==> src/rtl/sbpr_pkg.sv <==
// Shared types and constants for the servo bus packet receiver.
package sbpr_pkg;

  localparam int unsigned BYTE_W     = 8;
  localparam int unsigned WORD_W     = 16;
  localparam int unsigned KIND_W     = 3;
  localparam int unsigned CFG_IDX_W  = 2;
  localparam int unsigned HEAD_DEPTH = 4;
  localparam int unsigned HEAD_IDX_W = 2;
  localparam int unsigned QDEPTH     = 2;
  localparam int unsigned QPTR_W     = 1;
  localparam int unsigned QCNT_W     = 2;

  localparam logic [BYTE_W-1:0] MARKER_BYTE     = 8'hFF;
  localparam logic [BYTE_W-1:0] WORD_WRITE_LEN  = 8'd5;

  localparam logic [BYTE_W-1:0] OWN_ID_RST      = 8'd1;
  localparam logic [BYTE_W-1:0] BCAST_ID_RST    = 8'd254;
  localparam logic [BYTE_W-1:0] READ_OP_RST     = 8'd2;
  localparam logic [BYTE_W-1:0] WRITE_OP_RST    = 8'd3;

  typedef enum logic [KIND_W-1:0] {
    KIND_HDR_OK     = 3'd0,
    KIND_HDR_BAD    = 3'd1,
    KIND_CSUM_ERR   = 3'd2,
    KIND_READ       = 3'd3,
    KIND_BYTE_WRITE = 3'd4,
    KIND_WORD_WRITE = 3'd5
  } kind_t;

  typedef enum logic [CFG_IDX_W-1:0] {
    REG_OWN_ID   = 2'd0,
    REG_BCAST_ID = 2'd1,
    REG_READ_OP  = 2'd2,
    REG_WRITE_OP = 2'd3
  } cfg_reg_t;

  typedef enum logic [1:0] {
    EV_HDR_OK   = 2'd0,
    EV_HDR_BAD  = 2'd1,
    EV_CSUM_ERR = 2'd2,
    EV_PACKET   = 2'd3
  } event_t;

  typedef struct packed {
    logic [BYTE_W-1:0] own_id;
    logic [BYTE_W-1:0] bcast_id;
    logic [BYTE_W-1:0] read_opcode;
    logic [BYTE_W-1:0] write_opcode;
  } cfg_t;

  typedef struct packed {
    event_t                               ev;
    logic                                 is_word;
    logic [HEAD_DEPTH-1:0][BYTE_W-1:0]    head;
  } qentry_t;

  typedef struct packed {
    logic full;
    logic empty;
  } qstat_t;

endpackage

==> src/rtl/sbpr_in_if.sv <==
// Received byte channel interface.
interface sbpr_in_if;
  logic                           valid;
  logic                           ready;
  logic [sbpr_pkg::BYTE_W-1:0]    rx_byte;

  modport source (output valid, output rx_byte, input ready);
  modport sink   (input valid, input rx_byte, output ready);
endinterface

==> src/rtl/sbpr_out_if.sv <==
// Decoded result channel interface.
interface sbpr_out_if;
  logic                           valid;
  logic                           ready;
  logic [sbpr_pkg::KIND_W-1:0]    kind;
  logic [sbpr_pkg::BYTE_W-1:0]    reg_address;
  logic [sbpr_pkg::WORD_W-1:0]    write_data;
  logic [sbpr_pkg::BYTE_W-1:0]    read_count;

  modport source (output valid, output kind, output reg_address, output write_data,
                  output read_count, input ready);
  modport sink   (input valid, input kind, input reg_address, input write_data,
                  input read_count, output ready);
endinterface

==> src/rtl/sbpr_front.sv <==
// Byte framing front end: header, id, length and checksum tracking.
module sbpr_front (
  input  logic                          clk,
  input  logic                          rst_n,
  input  logic                          accept,
  input  logic [sbpr_pkg::BYTE_W-1:0]   rx_byte,
  input  sbpr_pkg::cfg_t                cfg,
  output logic                          push,
  output sbpr_pkg::qentry_t             entry
);

  typedef enum logic [2:0] {
    PH_HDR0 = 3'd0,
    PH_HDR1 = 3'd1,
    PH_ID   = 3'd2,
    PH_LEN  = 3'd3,
    PH_BODY = 3'd4
  } phase_t;

  phase_t                                                   phase_r, phase_nxt;
  logic                                                     fwm_r, fwm_nxt;
  logic [sbpr_pkg::BYTE_W-1:0]                              pid_r, pid_nxt;
  logic [sbpr_pkg::BYTE_W-1:0]                              len_r, len_nxt;
  logic [sbpr_pkg::BYTE_W-1:0]                              seen_r, seen_nxt;
  logic [sbpr_pkg::BYTE_W-1:0]                              sum_r, sum_nxt;
  logic [sbpr_pkg::HEAD_DEPTH-1:0][sbpr_pkg::BYTE_W-1:0]    head_r, head_nxt;
  logic                                                     ev_push;
  logic                                                     hdr_ok;

  always_comb begin
    phase_nxt     = phase_r;
    fwm_nxt       = fwm_r;
    pid_nxt       = pid_r;
    len_nxt       = len_r;
    seen_nxt      = seen_r;
    sum_nxt       = sum_r;
    head_nxt      = head_r;
    ev_push       = 1'b0;
    entry         = '0;
    hdr_ok        = fwm_r && (rx_byte == sbpr_pkg::MARKER_BYTE);
    case (phase_r)
      PH_HDR1: begin
        ev_push   = 1'b1;
        entry.ev  = hdr_ok ? sbpr_pkg::EV_HDR_OK : sbpr_pkg::EV_HDR_BAD;
        phase_nxt = hdr_ok ? PH_ID : PH_HDR0;
      end
      PH_ID: begin
        pid_nxt   = rx_byte;
        phase_nxt = (rx_byte == cfg.own_id || rx_byte == cfg.bcast_id) ? PH_LEN : PH_HDR0;
      end
      PH_LEN: begin
        len_nxt  = rx_byte;
        seen_nxt = '0;
        sum_nxt  = pid_r + rx_byte;
        head_nxt = '0;
        if (rx_byte == '0) begin
          ev_push   = 1'b1;
          entry.ev  = sbpr_pkg::EV_CSUM_ERR;
          phase_nxt = PH_HDR0;
        end else begin
          phase_nxt = PH_BODY;
        end
      end
      PH_BODY: begin
        if (seen_r < sbpr_pkg::BYTE_W'(sbpr_pkg::HEAD_DEPTH)) begin
          head_nxt[seen_r[sbpr_pkg::HEAD_IDX_W-1:0]] = rx_byte;
        end
        if (({1'b0, seen_r} + 9'd1) < {1'b0, len_r}) begin
          sum_nxt  = sum_r + rx_byte;
          seen_nxt = seen_r + 8'd1;
        end else begin
          phase_nxt     = PH_HDR0;
          ev_push       = 1'b1;
          entry.ev      = (~sum_r != rx_byte) ? sbpr_pkg::EV_CSUM_ERR : sbpr_pkg::EV_PACKET;
          entry.is_word = (len_r == sbpr_pkg::WORD_WRITE_LEN);
          entry.head    = head_nxt;
        end
      end
      default: begin
        fwm_nxt   = (rx_byte == sbpr_pkg::MARKER_BYTE);
        phase_nxt = PH_HDR1;
      end
    endcase
  end

  assign push = accept && ev_push;

  always_ff @(posedge clk) begin
    if (!rst_n) begin
      phase_r <= PH_HDR0;
      fwm_r   <= 1'b0;
      pid_r   <= '0;
      len_r   <= '0;
      seen_r  <= '0;
      sum_r   <= '0;
      head_r  <= '0;
    end else if (accept) begin
      phase_r <= phase_nxt;
      fwm_r   <= fwm_nxt;
      pid_r   <= pid_nxt;
      len_r   <= len_nxt;
      seen_r  <= seen_nxt;
      sum_r   <= sum_nxt;
      head_r  <= head_nxt;
    end
  end

endmodule

==> src/rtl/sbpr_queue.sv <==
// Two-entry queue between the framing front end and the result back end.
module sbpr_queue (
  input  logic                clk,
  input  logic                rst_n,
  input  logic                push,
  input  sbpr_pkg::qentry_t   din,
  input  logic                pop,
  output sbpr_pkg::qentry_t   dout,
  output sbpr_pkg::qstat_t    stat
);

  sbpr_pkg::qentry_t                  mem [sbpr_pkg::QDEPTH];
  logic [sbpr_pkg::QPTR_W-1:0]        wr_ptr_r;
  logic [sbpr_pkg::QPTR_W-1:0]        rd_ptr_r;
  logic [sbpr_pkg::QCNT_W-1:0]        cnt_r, cnt_nxt;

  assign stat.full  = (cnt_r == sbpr_pkg::QCNT_W'(sbpr_pkg::QDEPTH));
  assign stat.empty = (cnt_r == '0);
  assign dout       = mem[rd_ptr_r];

  always_comb begin
    cnt_nxt = cnt_r;
    case ({push, pop})
      2'b10:   cnt_nxt = cnt_r + 1'b1;
      2'b01:   cnt_nxt = cnt_r - 1'b1;
      default: cnt_nxt = cnt_r;
    endcase
  end

  always_ff @(posedge clk) begin
    if (push) begin
      mem[wr_ptr_r] <= din;
    end
  end

  always_ff @(posedge clk) begin
    if (!rst_n) begin
      wr_ptr_r <= '0;
      rd_ptr_r <= '0;
      cnt_r    <= '0;
    end else begin
      if (push) begin
        wr_ptr_r <= wr_ptr_r + 1'b1;
      end
      if (pop) begin
        rd_ptr_r <= rd_ptr_r + 1'b1;
      end
      cnt_r <= cnt_nxt;
    end
  end

endmodule

==> src/rtl/sbpr_back.sv <==
// Result back end: instruction decode and output register.
module sbpr_back (
  input  logic                          clk,
  input  logic                          rst_n,
  input  sbpr_pkg::qstat_t              qstat,
  input  sbpr_pkg::qentry_t             entry,
  input  sbpr_pkg::cfg_t                cfg,
  input  logic                          out_ready,
  output logic                          pop,
  output logic                          out_valid,
  output logic [sbpr_pkg::KIND_W-1:0]   out_kind,
  output logic [sbpr_pkg::BYTE_W-1:0]   out_reg_address,
  output logic [sbpr_pkg::WORD_W-1:0]   out_write_data,
  output logic [sbpr_pkg::BYTE_W-1:0]   out_read_count
);

  logic                           valid_r;
  sbpr_pkg::kind_t                kind_r, kind_nxt;
  logic [sbpr_pkg::BYTE_W-1:0]    addr_r, addr_nxt;
  logic [sbpr_pkg::WORD_W-1:0]    data_r, data_nxt;
  logic [sbpr_pkg::BYTE_W-1:0]    cnt_r, cnt_nxt;
  logic                           has_res;

  assign pop = !qstat.empty && (!valid_r || out_ready);

  always_comb begin
    has_res  = 1'b1;
    kind_nxt = sbpr_pkg::KIND_HDR_OK;
    addr_nxt = '0;
    data_nxt = '0;
    cnt_nxt  = '0;
    case (entry.ev)
      sbpr_pkg::EV_HDR_OK:   kind_nxt = sbpr_pkg::KIND_HDR_OK;
      sbpr_pkg::EV_HDR_BAD:  kind_nxt = sbpr_pkg::KIND_HDR_BAD;
      sbpr_pkg::EV_CSUM_ERR: kind_nxt = sbpr_pkg::KIND_CSUM_ERR;
      sbpr_pkg::EV_PACKET: begin
        if (entry.head[0] == cfg.read_opcode) begin
          kind_nxt = sbpr_pkg::KIND_READ;
          addr_nxt = entry.head[1];
          cnt_nxt  = entry.head[2];
        end else if (entry.head[0] == cfg.write_opcode) begin
          addr_nxt = entry.head[1];
          if (entry.is_word) begin
            kind_nxt = sbpr_pkg::KIND_WORD_WRITE;
            data_nxt = {entry.head[3], entry.head[2]};
          end else begin
            kind_nxt = sbpr_pkg::KIND_BYTE_WRITE;
            data_nxt = {8'd0, entry.head[2]};
          end
        end else begin
          has_res = 1'b0;
        end
      end
      default: has_res = 1'b0;
    endcase
  end

  always_ff @(posedge clk) begin
    if (!rst_n) begin
      valid_r <= 1'b0;
    end else if (pop) begin
      valid_r <= has_res;
    end else if (out_ready) begin
      valid_r <= 1'b0;
    end
  end

  always_ff @(posedge clk) begin
    if (pop) begin
      kind_r <= kind_nxt;
      addr_r <= addr_nxt;
      data_r <= data_nxt;
      cnt_r  <= cnt_nxt;
    end
  end

  assign out_valid       = valid_r;
  assign out_kind        = kind_r;
  assign out_reg_address = addr_r;
  assign out_write_data  = data_r;
  assign out_read_count  = cnt_r;

endmodule

==> src/rtl/servo_bus_packet_receiver_core.sv <==
// Servo bus packet receiver top level: config registers, front end, queue, back end.
//
// Bytes from a serial receiver enter on in_ch (valid/ready, field rx_byte), one
// transaction per byte. Results leave on out_ch (valid/ready, fields kind,
// reg_address, write_data, read_count), at most one per byte: header ok or bad
// for each header pair, checksum error, read, byte write or word write.
// The configuration port (cfg_we, cfg_index, cfg_wdata) sets own id, broadcast id
// and the read and write opcodes; write it only while the block is idle.
// Throughput: one byte per cycle while the queue is not full. The framing state
// machine updates at the edge that takes a byte and queues any result there;
// decode reads the queue head and loads the output register when the entry is
// popped, and out_ch then shows that registered result.
// A two-entry queue sits between framing and decode; when out_ch stalls, the
// output register holds, the queue fills and in_ch.ready drops once it is full.
// Reset (rst_n low, synchronous) restores the register defaults (own id 1,
// broadcast id 254, read opcode 2, write opcode 3), empties the queue and
// returns framing to waiting for the first header byte.
module servo_bus_packet_receiver_core (
  input  logic                              clk,
  input  logic                              rst_n,
  sbpr_in_if.sink                           in_ch,
  sbpr_out_if.source                        out_ch,
  input  logic                              cfg_we,
  input  logic [sbpr_pkg::CFG_IDX_W-1:0]    cfg_index,
  input  logic [sbpr_pkg::BYTE_W-1:0]       cfg_wdata
);

  sbpr_pkg::cfg_t      cfg_r;
  sbpr_pkg::qentry_t   q_din;
  sbpr_pkg::qentry_t   q_dout;
  sbpr_pkg::qstat_t    q_stat;
  logic                q_push;
  logic                q_pop;
  logic                in_accept;

  always_ff @(posedge clk) begin
    if (!rst_n) begin
      cfg_r.own_id       <= sbpr_pkg::OWN_ID_RST;
      cfg_r.bcast_id     <= sbpr_pkg::BCAST_ID_RST;
      cfg_r.read_opcode  <= sbpr_pkg::READ_OP_RST;
      cfg_r.write_opcode <= sbpr_pkg::WRITE_OP_RST;
    end else if (cfg_we) begin
      case (sbpr_pkg::cfg_reg_t'(cfg_index))
        sbpr_pkg::REG_OWN_ID:   cfg_r.own_id       <= cfg_wdata;
        sbpr_pkg::REG_BCAST_ID: cfg_r.bcast_id     <= cfg_wdata;
        sbpr_pkg::REG_READ_OP:  cfg_r.read_opcode  <= cfg_wdata;
        sbpr_pkg::REG_WRITE_OP: cfg_r.write_opcode <= cfg_wdata;
        default:                cfg_r              <= cfg_r;
      endcase
    end
  end

  assign in_ch.ready = !q_stat.full;
  assign in_accept   = in_ch.valid && in_ch.ready;

  sbpr_front u_front (
    .clk     (clk),
    .rst_n   (rst_n),
    .accept  (in_accept),
    .rx_byte (in_ch.rx_byte),
    .cfg     (cfg_r),
    .push    (q_push),
    .entry   (q_din)
  );

  sbpr_queue u_queue (
    .clk   (clk),
    .rst_n (rst_n),
    .push  (q_push),
    .din   (q_din),
    .pop   (q_pop),
    .dout  (q_dout),
    .stat  (q_stat)
  );

  sbpr_back u_back (
    .clk             (clk),
    .rst_n           (rst_n),
    .qstat           (q_stat),
    .entry           (q_dout),
    .cfg             (cfg_r),
    .out_ready       (out_ch.ready),
    .pop             (q_pop),
    .out_valid       (out_ch.valid),
    .out_kind        (out_ch.kind),
    .out_reg_address (out_ch.reg_address),
    .out_write_data  (out_ch.write_data),
    .out_read_count  (out_ch.read_count)
  );

  a_no_push_when_full: assert property (@(posedge clk) disable iff (!rst_n)
    q_push |-> !q_stat.full)
    else $error("queue push while full");

  a_no_pop_when_empty: assert property (@(posedge clk) disable iff (!rst_n)
    q_pop |-> !q_stat.empty)
    else $error("queue pop while empty");

  a_result_from_pop: assert property (@(posedge clk) disable iff (!rst_n)
    $rose(out_ch.valid) |-> $past(q_pop))
    else $error("result appeared without a queue pop");

  a_count_only_on_read: assert property (@(posedge clk) disable iff (!rst_n)
    (out_ch.valid && out_ch.kind != sbpr_pkg::KIND_READ) |-> (out_ch.read_count == '0))
    else $error("read count set on a non-read result");

endmodule
==> src/flat_wrapper.sv <==
// flat-port wrapper written by rule: the top's interface ports become plain ports
module servo_bus_packet_receiver_core_flat 
  (clk, rst_n, cfg_we, cfg_index, cfg_wdata, in_ch_valid, in_ch_rx_byte, in_ch_ready, out_ch_valid, out_ch_kind, out_ch_reg_address, out_ch_write_data, out_ch_read_count, out_ch_ready);
  sbpr_in_if in_ch_i ();
  sbpr_out_if out_ch_i ();
  input  logic clk;
  input  logic rst_n;
  input  logic cfg_we;
  input  logic [sbpr_pkg::CFG_IDX_W-1:0] cfg_index;
  input  logic [sbpr_pkg::BYTE_W-1:0] cfg_wdata;
  input wire logic [$bits(in_ch_i.valid)-1:0] in_ch_valid;
  input wire logic [$bits(in_ch_i.rx_byte)-1:0] in_ch_rx_byte;
  output wire logic [$bits(in_ch_i.ready)-1:0] in_ch_ready;
  output wire logic [$bits(out_ch_i.valid)-1:0] out_ch_valid;
  output wire logic [$bits(out_ch_i.kind)-1:0] out_ch_kind;
  output wire logic [$bits(out_ch_i.reg_address)-1:0] out_ch_reg_address;
  output wire logic [$bits(out_ch_i.write_data)-1:0] out_ch_write_data;
  output wire logic [$bits(out_ch_i.read_count)-1:0] out_ch_read_count;
  input wire logic [$bits(out_ch_i.ready)-1:0] out_ch_ready;
  assign in_ch_i.valid = in_ch_valid;
  assign in_ch_i.rx_byte = in_ch_rx_byte;
  assign in_ch_ready = in_ch_i.ready;
  assign out_ch_valid = out_ch_i.valid;
  assign out_ch_kind = out_ch_i.kind;
  assign out_ch_reg_address = out_ch_i.reg_address;
  assign out_ch_write_data = out_ch_i.write_data;
  assign out_ch_read_count = out_ch_i.read_count;
  assign out_ch_i.ready = out_ch_ready;
  servo_bus_packet_receiver_core u_core (.clk(clk), .rst_n(rst_n), .in_ch(in_ch_i), .out_ch(out_ch_i), .cfg_we(cfg_we), .cfg_index(cfg_index), .cfg_wdata(cfg_wdata));
endmodule
==> config.mk <==
export PLATFORM = sky130hd
export DESIGN_NAME = servo_bus_packet_receiver_core_flat
export DESIGN_NICKNAME = d
export VERILOG_FILES = /design/src/rtl/sbpr_pkg.sv /design/src/rtl/sbpr_in_if.sv /design/src/rtl/sbpr_out_if.sv /design/src/rtl/sbpr_front.sv /design/src/rtl/sbpr_queue.sv /design/src/rtl/sbpr_back.sv /design/src/rtl/servo_bus_packet_receiver_core.sv /design/src/flat_wrapper.sv
export SDC_FILE = /design/constraint.sdc
export NUM_CORES = 1
export LEC_CHECK = 0
export BUFFER_PORTS_ARGS = -buffer_cell sky130_fd_sc_hd__buf_4
export CAP_MARGIN = 20
export CELL_PAD_IN_SITES_DETAIL_PLACEMENT = 1
export CELL_PAD_IN_SITES_GLOBAL_PLACEMENT = 2
export CORE_MARGIN = 10
export CORE_UTILIZATION = 43
export CTS_CLUSTER_DIAMETER = 120
export DETAILED_ROUTE_END_ITERATION = 10
export PLACE_DENSITY_LB_ADDON = 0.05
export SYNTH_ARGS = -nofsm -noshare
export SYNTH_HDL_FRONTEND = slang
export SYNTH_SLANG_ARGS = --single-unit
==> constraint.sdc <==
create_clock -name clk -period 9.9 [get_ports clk]
set_input_delay 0.495 -clock clk [delete_from_list [all_inputs] [get_ports clk]]
set_output_delay 0.495 -clock clk [all_outputs]
set_load 0.01 [all_outputs]
* Yosys cells after proc, flatten, opt, wreduce, memory -nomap -nowiden
Memory sizes are Yosys's and may differ from the RTL's. A register that Yosys moved wholly into a read port is not among the register bits. Cells that the tools add are included.
Storage, ports and cells: memory bits (writable) 70, bits in registers 140, bits in latches 0, logic and storage cells 133, ROM bits 0, memories kept 1, input port bits 23
Memories:
- u_core.u_queue.mem | words 2, width 35, read ports 1, clocked after Yosys merged registers in 1, wr ports 1, line sbpr_queue.sv:12 | sbpr_pkg::qentry_t mem [sbpr_pkg::QDEPTH];
Cells by class: $mul 0, $add $sub $neg 8, div/mod/pow operators 0, mux-type cells 39, equal/unequal tests 22, order comparisons 4, bitwise gates (word level) 5, reduce and logical (&&, ||, !) cells 31, shifts and indexed selects 0
Operators with widths (count):
- $pmux W32 S2 | 1
- $mux W8 | 5
- $mux W35 | 1
- $mux W33 | 1
- $bwmux W32 | 1
- $eq A8 B8 Y1 | 4
- $mux W32 | 1
- $pmux W8 S2 | 2
- $pmux W3 S4 | 2
- $reduce_and A2 Y1 | 10
- $add A8 B8 Y8 | 2
- $demux W8 S2 | 1
- $mux W1 | 14
- $eq A2 B2 Y1 const B | 6
- $mux W3 | 4
- $add A8 B1 Y9 const B | 1
- $lt A9 B8 Y1 | 1
- $add A8 B1 Y8 const B | 1
- $eq A8 B3 Y1 const B | 1
- $eq A8 B8 Y1 const B | 1
- $logic_not A8 Y1 | 1
- $lt A8 B3 Y1 const B | 1
- $ne A8 B8 Y1 | 1
- $not A8 Y8 | 1
- 23 further kinds | 45

* Logic depth before layout (Yosys ltp)
Gate-level depths: netlist (run 1).
depth in word-level cells 8, depth in mapped cells 16, gate-level depth less buffers 15

* Modules after synthesis
From an unflattened synthesis (run 1), not the netlist that was laid out.
Unflattened totals: cells, all modules 935, area total of the unflattened synthesis 10018.4 µm²
By module, submodules not included:
- sbpr_front | sequential area each 1361.3 µm², cells each 541, times used 1, area each 4242.8 µm²
- sbpr_queue | sequential area each 2202.1 µm², cells each 131, times used 1, area each 2732.6 µm²
- sbpr_back | sequential area each 1071.0 µm², cells each 135, times used 1, area each 1764.2 µm²
- servo_bus_packet_receiver_core | sequential area each 640.6 µm², cells each 128, times used 1, area each 1278.7 µm²

* Worst setup path after synthesis (run 1)
No wires, ideal clock.
path type register -> register, start point register u_core.u_front.seen_r[0] (netlist bit), end point memory u_core.u_queue.mem[0][0] (netlist bit) (enable), data required time 9.473 ns, cell stages (with the launch flop) 14, period minus slack after synthesis 4.286 ns, arrival 3.859 ns, setup slack 5.614 ns, cells stage by stage dfxtp_1 -> ha_1 -> buf_2 -> nand3_1 -> nor2_1 -> xor2_1 -> ha_1 -> and3_1 -> and3_1 -> and2_1 -> o21ai_2 -> a31oi_1 -> inv_1 -> nor2_1
On the way: word-level cells in the longest chain between the ends 7
Ends and longest elaborated chain:
- from (decl) | line sbpr_front.sv:24 | logic [sbpr_pkg::BYTE_W-1:0] seen_r, seen_nxt;
- from (signal assigned) | line sbpr_front.sv:102 | seen_r <= seen_nxt;
- $add A8 B1 Y9 | line sbpr_front.sv:68 | if (({1'b0, seen_r} + 9'd1) < {1'b0, len_r}) begin
- $lt A9 B8 Y1 | line sbpr_front.sv:68
- $mux W1 | line sbpr_front.sv:68
- $pmux W1 S3 | line sbpr_front.sv:41 | case (phase_r)
- $logic_and A1 B1 Y1 | line sbpr_front.sv:86 | assign push = accept && ev_push;
- $mux W1 | line sbpr_queue.sv:31 | if (push) begin
- $mux W1 (not written as such) | line sbpr_queue.sv:32 | mem[wr_ptr_r] <= din;
- to (decl) | line sbpr_queue.sv:12
Every way passes these cells.

* Worst setup path after layout (run 1)
start point register u_core.u_front.seen_r[0] (netlist bit), end point register u_core.u_queue.cnt_r[1] (netlist bit)
On the way: word-level cells in the longest chain between the ends 7, elaborated cells between the ends (all ways) 9, classes of those cells add/sub (1); order compare (1); eq/ne (2); mux (3); reduce/logical (2)
Ends and longest elaborated chain:
- $add A8 B1 Y9 (*) | line sbpr_front.sv:68
- $lt A9 B8 Y1 (*) | line sbpr_front.sv:68
- $mux W1 (*) | line sbpr_front.sv:68
- $pmux W1 S3 (*) | line sbpr_front.sv:41
- $logic_and A1 B1 Y1 (*) | line sbpr_front.sv:86
- $eq A2 B1 Y1 or $eq A2 B2 Y1 (tied branches) | line sbpr_queue.sv:23 | case ({push, pop})
- $pmux W2 S2 or $reduce_bool A2 Y1 (tied branches)
- to (signal assigned) | line sbpr_queue.sv:48 | cnt_r <= cnt_nxt;
- to (decl) | line sbpr_queue.sv:15 | logic [sbpr_pkg::QCNT_W-1:0] cnt_r, cnt_nxt;
Mark *: on every way between the ends. The rest lies on a longest branch, timed or not. A chain may end at the register's enable or synchronous reset.

==> impl_metrics.tcl, run 1 <==
set metrics [dict create \
    status "finished clean" \
    synth_area_per_cell_um2 10.6 \
    cts_resized 0 \
    grt_pass1_wl_mm 39.6 \
    slowest_delay_ns 0.44 \
    reg2reg_slack_ns 5.65 \
    grt_pass1_vias 7328 \
    crit_family "simple AND/OR/NAND/NOR gates" \
    drv_cap 0 \
    yosys.area.top_type_share_pct 32.1 \
    die_height_um 171 \
    hold_violations 0 \
    firstDrtPassIters 4 \
    min_period_ns 4.25 \
    vdd_drop_max_mv 0.134 \
    wl_per_cell_um 19.9 \
    final_cell_mix "nand2_1, dfxtp_1, edfxtp_1" \
    reg2regPathDepth 15 \
    yosysTopAreaCell "edfxtp_1" \
    slowest_stage "dfxtp_1" \
    drive_above_1_share_pct 13.9 \
    power_leakage_nw 4.10 \
    worstMarginPinSlew_ns 1.00 \
    holdPathEnd "u_core.cfg_r[17]" \
    path_clk_slew_ns 0.06 \
    antennaDiodeCount 0 \
    io-pin-count 60 \
    gp_congestion 0.788 \
    ant_nets 0 \
    worst-path-buf-inv 2 \
    path_max_fanout 36 \
    final_common_cell "nand2_1" \
    synth_area_mm2 0.00983 \
    hold_path_class "in2reg" \
    r2r-end "u_core.u_queue.cnt_r[1]" \
    cp-start-kind "flip-flop" \
    synthTopCellsByArea "edfxtp_1, dfxtp_1, mux2i_1" \
    io_buffers 59 \
    vias 6902 \
    timing.fmax_ghz 0.235 \
    fin_setup_tns_ns 0 \
    hpwl_mm 16.5 \
    rr_startpoint "u_core.u_front.seen_r[0]" \
    final_area_mm2 0.0113 \
    ys_seq_elements 211 \
    timing.slew.headroom_pct 33.0 \
    synth_edf_count 105 \
    min_path_cells 3 \
    postSynthCellCount 926 \
    synth_nets 969 \
    numCtsBuffers 25 \
    setup_violations 0 \
    drt-total-wl_mm 25.0 \
    endpoint_kind "flip-flop" \
    critPathArrivalTime_ns 4.69 \
    grt_antenna_before_repair 0 \
    crit_chain "ha_1 > nand3_1 > nor2_1 > xor2_1 > ha_1 > and3_1 > a221o_1 > a31o_2 > o21ai_2 > buf_4 > a31oi_1 > inv_1 > ha_1 > or3_1 > a21boi_0" \
    cp.required_ns 10.35 \
    synth_flop_cell "dfxtp_1" \
    grt_max_degree 111 \
    powerDensity_mw_per_mm2 218 \
    synthArstFlopShare_pct 0 \
    overflow 0 \
    clock_skew_ns 0.00861 \
    clock_insertion_delay_worst_skew_ns 0.53 \
    numClockSinks 211 \
    rsz0062_at_grt "false" \
    start_util_pct 43.5 \
    postCtsHoldBufs 0 \
    final.period_utilization_pct 42.9 \
    drc_errors 0 \
    drt_iter0_markers 351 \
    cts_tree "yes" \
    core_mm2 0.0226 \
    place_area_mm2 0.0104 \
    rows 55 \
    h-tree-depth 1 \
    dieWidth_um 171 \
    cts_setup_buffers 0 \
    clk_path_buf_depth 3 \
    area_delta_synth_final_pct 14.6 \
    drt-vias-per-instance 5.48 \
    ys_seq_area_share_pct 53.7 \
    root_buffer "clkbuf_16" \
    dieArea_mm2 0.0293 \
    grt.total_usage_pct 17.0 \
    ys_warn_count 0 \
    layout.nets 998 \
    crit_top_cell "ha_1" \
    hold_start "cfg_wdata[1]" \
    drv_slew 0 \
    synthDistinctLibCells 61 \
    path_class "reg2reg" \
]
## per-layer routing
metal	GRT usage, %	wire, µm	vias up
li1	-	-	3327
met3	2.30	954	39
met1	21.1	11100	3430
met5	0	0	-
met4	5.60	614	0
met2	29.6	12400	106
## cell type report
type | instances | area (µm²)
Multi-Input combinational cell | 636 | 4230
Clock buffer | 28 | 637
Fill cell | 2443 | 11300
Inverter | 14 | 52.6
Sequential cell | 211 | 5280
Tap cell | 285 | 357
Clock inverter | 18 | 190
Timing Repair Buffer | 67 | 515
## how the worst max path moves through the flow
stage	from	endpoint	slack, ns	cells after the start
floorplan	u_core.u_front.seen_r[0]	u_core.u_queue.mem[0][0]	5.61	13
global placement	u_core.u_front.seen_r[0]	u_core.u_queue.cnt_r[1]	5.88	15
detailed placement	u_core.u_front.seen_r[0]	u_core.u_queue.cnt_r[1]	5.65	15
CTS	u_core.u_front.seen_r[0]	u_core.u_queue.cnt_r[1]	5.63	15
global route	u_core.u_front.seen_r[0]	u_core.u_queue.cnt_r[1]	5.28	15
finish	u_core.u_front.seen_r[0]	u_core.u_queue.cnt_r[1]	5.65	15
## Yosys cell counts, types with 3 or more instances
| cell | count |
|---|---|
| inv_1 | 13 |
| o21ai_0 | 5 |
| nand2b_1 | 4 |
| o211ai_1 | 3 |
| buf_1 | 3 |
| nor2_1 | 56 |
| ha_1 | 19 |
| nand3b_1 | 5 |
| nor2b_1 | 57 |
| clkbuf_1 | 44 |
| mux2i_1 | 65 |
| nand3_1 | 51 |
| and2_1 | 10 |
| and3_1 | 5 |
| a21o_1 | 3 |
| nand2_1 | 129 |
| o21a_1 | 3 |
| nand4_1 | 9 |
| a21boi_0 | 25 |
| a21oi_1 | 31 |
| edfxtp_1 | 105 |
| a32oi_1 | 32 |
| a21bo_1 | 4 |
| nor4_1 | 4 |
| dfxtp_1 | 106 |
| or4_1 | 3 |
| buf_2 | 15 |
| mux2i_2 | 4 |
| buf_6 | 3 |
| nand2_4 | 3 |
| o221a_2 | 4 |
| xnor2_1 | 43 |
| xor2_1 | 14 |
| nor2_2 | 3 |
| a211o_1 | 3 |
| nor3_1 | 11 |
## state kept, by name (all words and copies together) (netlist names), named ones only
name                           flops
u_core.u_back.out_valid            1
u_core.u_back.out_kind             3
u_core.u_front.seen_r              8
u_core.u_back.out_write_data      16
u_core.u_queue.cnt_r               2
u_core.cfg_r                      32
u_core.u_back.out_reg_address      8
u_core.u_queue.wr_ptr_r            1
u_core.u_front.pid_r               8
u_core.u_queue.mem                70
u_core.u_front.phase_r             3
u_core.u_queue.rd_ptr_r            1
u_core.u_front.head_r             32
u_core.u_front.fwm_r               1
u_core.u_back.out_read_count       8
u_core.u_front.sum_r               8
u_core.u_front.len_r               8
## worst reg2reg max path, cell delays in order, from the launching register on
cell      delay, ns
dfxtp_1        0.44
ha_1           0.39
nand3_1        0.24
nor2_1         0.27
xor2_1         0.19
ha_1           0.26
and3_1         0.18
a221o_1        0.31
a31o_2         0.24
o21ai_2        0.11
buf_4          0.40
a31oi_1        0.21
inv_1          0.13
ha_1           0.27
or3_1          0.35
a21boi_0       0.17
## per-stage QoR
stage | utilization, % | cells | total power, W | hold WS, ns | setup WS (ns)
after global placement | 46.1 | 1212 | 0.00153 | 0.461 | 5.88
after CTS | 49.8 | 1258 | 0.00248 | 0.209 | 5.63
after detailed placement | 46.1 | 1212 | 0.00156 | 0.468 | 5.65
after floorplan | - | 926 | 0.00137 | 0.443 | 5.61
after global routing | 49.9 | 1259 | 0.00256 | 0.239 | 5.28
final | 49.9 | 1259 | 0.00245 | 0.230 | 5.65
## power by group
part | internal, W | switching [W] | total (W)
Sequential | 0.00103 | 0.0000312 | 0.00106
Clock | 0.000546 | 0.000370 | 0.000917
Combinational | 0.000201 | 0.000271 | 0.000472
## cells by family after synthesis
logic type | after synthesis | synth area share [%]
mux | 69 | 7.18
buf+inv | 79 | 3.44
xor+xnor | 57 | 5.08
fa+ha+maj | 20 | 2.62
compound gates | 126 | 9.45
flops | 211 | 53.7
simple gates | 364 | 18.5
Power figures use the tool's default switching activity.
==> run 2, diff against run 1 <==
CORE_UTILIZATION = 40   (was 43)
clock period = 4 ns   (was 9.9 ns; I/O delays follow)
==> run 2 against run 1 <==
Against the previous run: combinational power grew 140%; first-iteration DRC count shrank 5.1%; cell count grew 4.1%; largest cell class unchanged; sequential share of layout area shrank 0.74 points.
==> impl_metrics.tcl, run 2 (same netlist as run 1, synthesis figures left out) <==
set metrics [dict create \
    hold_path_class "in2reg" \
    layout.nets 1011 \
    drive_above_1_share_pct 14.0 \
    setup_violations 0 \
    power_leakage_nw 4.16 \
    fin_setup_tns_ns 0 \
    h-tree-depth 1 \
    critPathArrivalTime_ns 4.15 \
    dieWidth_um 177 \
    final_cell_mix "nand2_1, dfxtp_1, edfxtp_1" \
    firstDrtPassIters 4 \
    final_common_cell "nand2_1" \
    fin_ws_ns 0.281 \
    worst-path-buf-inv 1 \
    status "finished clean" \
    core_mm2 0.0242 \
    path_max_fanout 7 \
    drc_errors 0 \
    seq_area_mm2 0.00528 \
    drv_slew 0 \
    min_period_ns 3.72 \
    worstMarginPinSlew_ns 1.01 \
    timing.slew.headroom_pct 32.4 \
    slowest_stage "dfxtp_1" \
    cts_setup_buffers 0 \
    rsz0062_at_grt "false" \
    gp_congestion 0.783 \
    cp.required_ns 4.44 \
    drt-total-wl_mm 25.7 \
    clock_skew_ns 0.00888 \
    hold_ws_ns 0.0465 \
    clk_path_buf_depth 3 \
    regMostFlops "u_core.u_queue.mem" \
    reg2regPathDepth 14 \
    min_path_cells 3 \
    grt_pass1_vias 7518 \
    dieArea_mm2 0.0312 \
    drt_iter0_markers 333 \
    antennaDiodeCount 0 \
    hold_start "out_ch_ready" \
    wl_per_cell_um 19.6 \
    r2r-end "u_core.u_queue.cnt_r[1]" \
    cts_tree "yes" \
    grt_max_degree 111 \
    vdd_drop_max_mv 0.419 \
    grt_antenna_before_repair 0 \
    numCtsBuffers 25 \
    area_delta_synth_final_pct 16.4 \
    hold_violations 0 \
    crit_chain "and3_1 > nand3_1 > nor2_1 > xor2_1 > ha_1 > and3_1 > a221o_1 > a31o_2 > o21ai_2 > a31oi_1 > inv_1 > ha_1 > or3_1 > a21boi_0" \
    hpwl_mm 17.0 \
    io_buffers 59 \
    top_regs "u_core.u_queue.mem: 70 flops, u_core.cfg_r: 32 flops, u_core.u_front.head_r: 32 flops" \
    path_clk_slew_ns 0.06 \
    slowest_delay_ns 0.50 \
    ant_nets 0 \
    grt.total_usage_pct 16.4 \
    place_ws_ns 0.0368 \
    powerDensity_mw_per_mm2 535 \
    timing.fmax_ghz 0.269 \
    root_buffer "clkbuf_16" \
    overflow 0 \
    vias 6984 \
    rows 57 \
    largest_reg_flops 70 \
    multi_input_area_mm2 0.00423 \
    path_class "reg2reg" \
    clock_insertion_delay_worst_skew_ns 0.52 \
    holdPathEnd "u_core.u_back.out_valid" \
    drt-vias-per-instance 5.33 \
    drv_cap 0 \
    rr_startpoint "u_core.u_front.seen_r[2]" \
    cp-start-kind "flip-flop" \
    fillCellCount 2648 \
    io-pin-count 60 \
    final.period_utilization_pct 93.0 \
    grt_pass1_wl_mm 41.2 \
    endpoint_kind "flip-flop" \
    numClockSinks 211 \
    die_height_um 177 \
    start_util_pct 40.5 \
    reg2reg_slack_ns 0.28 \
    crit_family "simple AND/OR/NAND/NOR gates" \
    startpoint "u_core.u_front.seen_r[2]" \
]
## run 2: area by class of cell
cell class              instances  share of cell area [%]
flip-flops and latches        211                    46.1
multi-input cells             636                    37.0
clock buffers                  30                    5.72
repair buffers                 80                    5.53
well taps                     324                    3.54
clock inverters                16                    1.60
inverters                      14                   0.459
## run 2: worst register-to-register path, stage by stage, from the launching register on
cell	delay, ns
dfxtp_1	0.50
and3_1	0.23
nand3_1	0.18
nor2_1	0.17
xor2_1	0.21
ha_1	0.28
and3_1	0.20
a221o_1	0.33
a31o_2	0.26
o21ai_2	0.15
a31oi_1	0.15
inv_1	0.14
ha_1	0.28
or3_1	0.36
a21boi_0	0.20
## run 2: routing by layer
metal / GRT usage (%) / vias up / routed length (µm)
li1: - / 3352 / -
met1: 19.7 / 3478 / 11200
met2: 29.0 / 102 / 12800
met3: 2.54 / 52 / 886
met4: 5.74 / 0 / 843
met5: 0 / - / 0
## run 2: how the worst max path moves through the flow
stage	end	cells after the start
after global routing	u_core.u_queue.cnt_r[1]	14
after CTS	u_core.u_queue.mem[0][6]	13
after global placement	u_core.u_queue.mem[0][33]	13
final	u_core.u_queue.cnt_r[1]	14
after floorplan	u_core.u_queue.mem[0][0]	13
after detailed placement	u_core.u_queue.mem[0][33]	13
## run 2: power breakdown
| group | internal, W | leakage, nW | switching (W) | total [W] |
|---|---|---|---|---|
| clock | 0.00142 | 0.405 | 0.000896 | 0.00232 |
| sequential | 0.00255 | 1.91 | 0.000110 | 0.00266 |
| combinational | 0.000485 | 1.85 | 0.000651 | 0.00114 |
| total | 0.00446 | 4.16 | 0.00166 | 0.00612 |
## run 2: through the flow
| step | util (%) | area [µm²] | cells | power [W] |
|---|---|---|---|---|
| 2_1_floorplan | - | 9830 | 926 | 0.00340 |
| 3_3_place_gp | 43.4 | 10500 | 1257 | 0.00381 |
| 3_5_place_dp | 43.4 | 10500 | 1257 | 0.00387 |
| 4_1_cts | 47.2 | 11400 | 1311 | 0.00621 |
| 5_1_grt | 47.2 | 11400 | 1311 | 0.00640 |
| 6_report | 47.2 | 11400 | 1311 | 0.00612 |
## run 2: what timing repair did
item	4_1_cts	5_1_grt
hold buffers	8	0
hold endpoints to repair	29	0
endpoints found under the setup margin	0	23
gates resized for setup	0	1
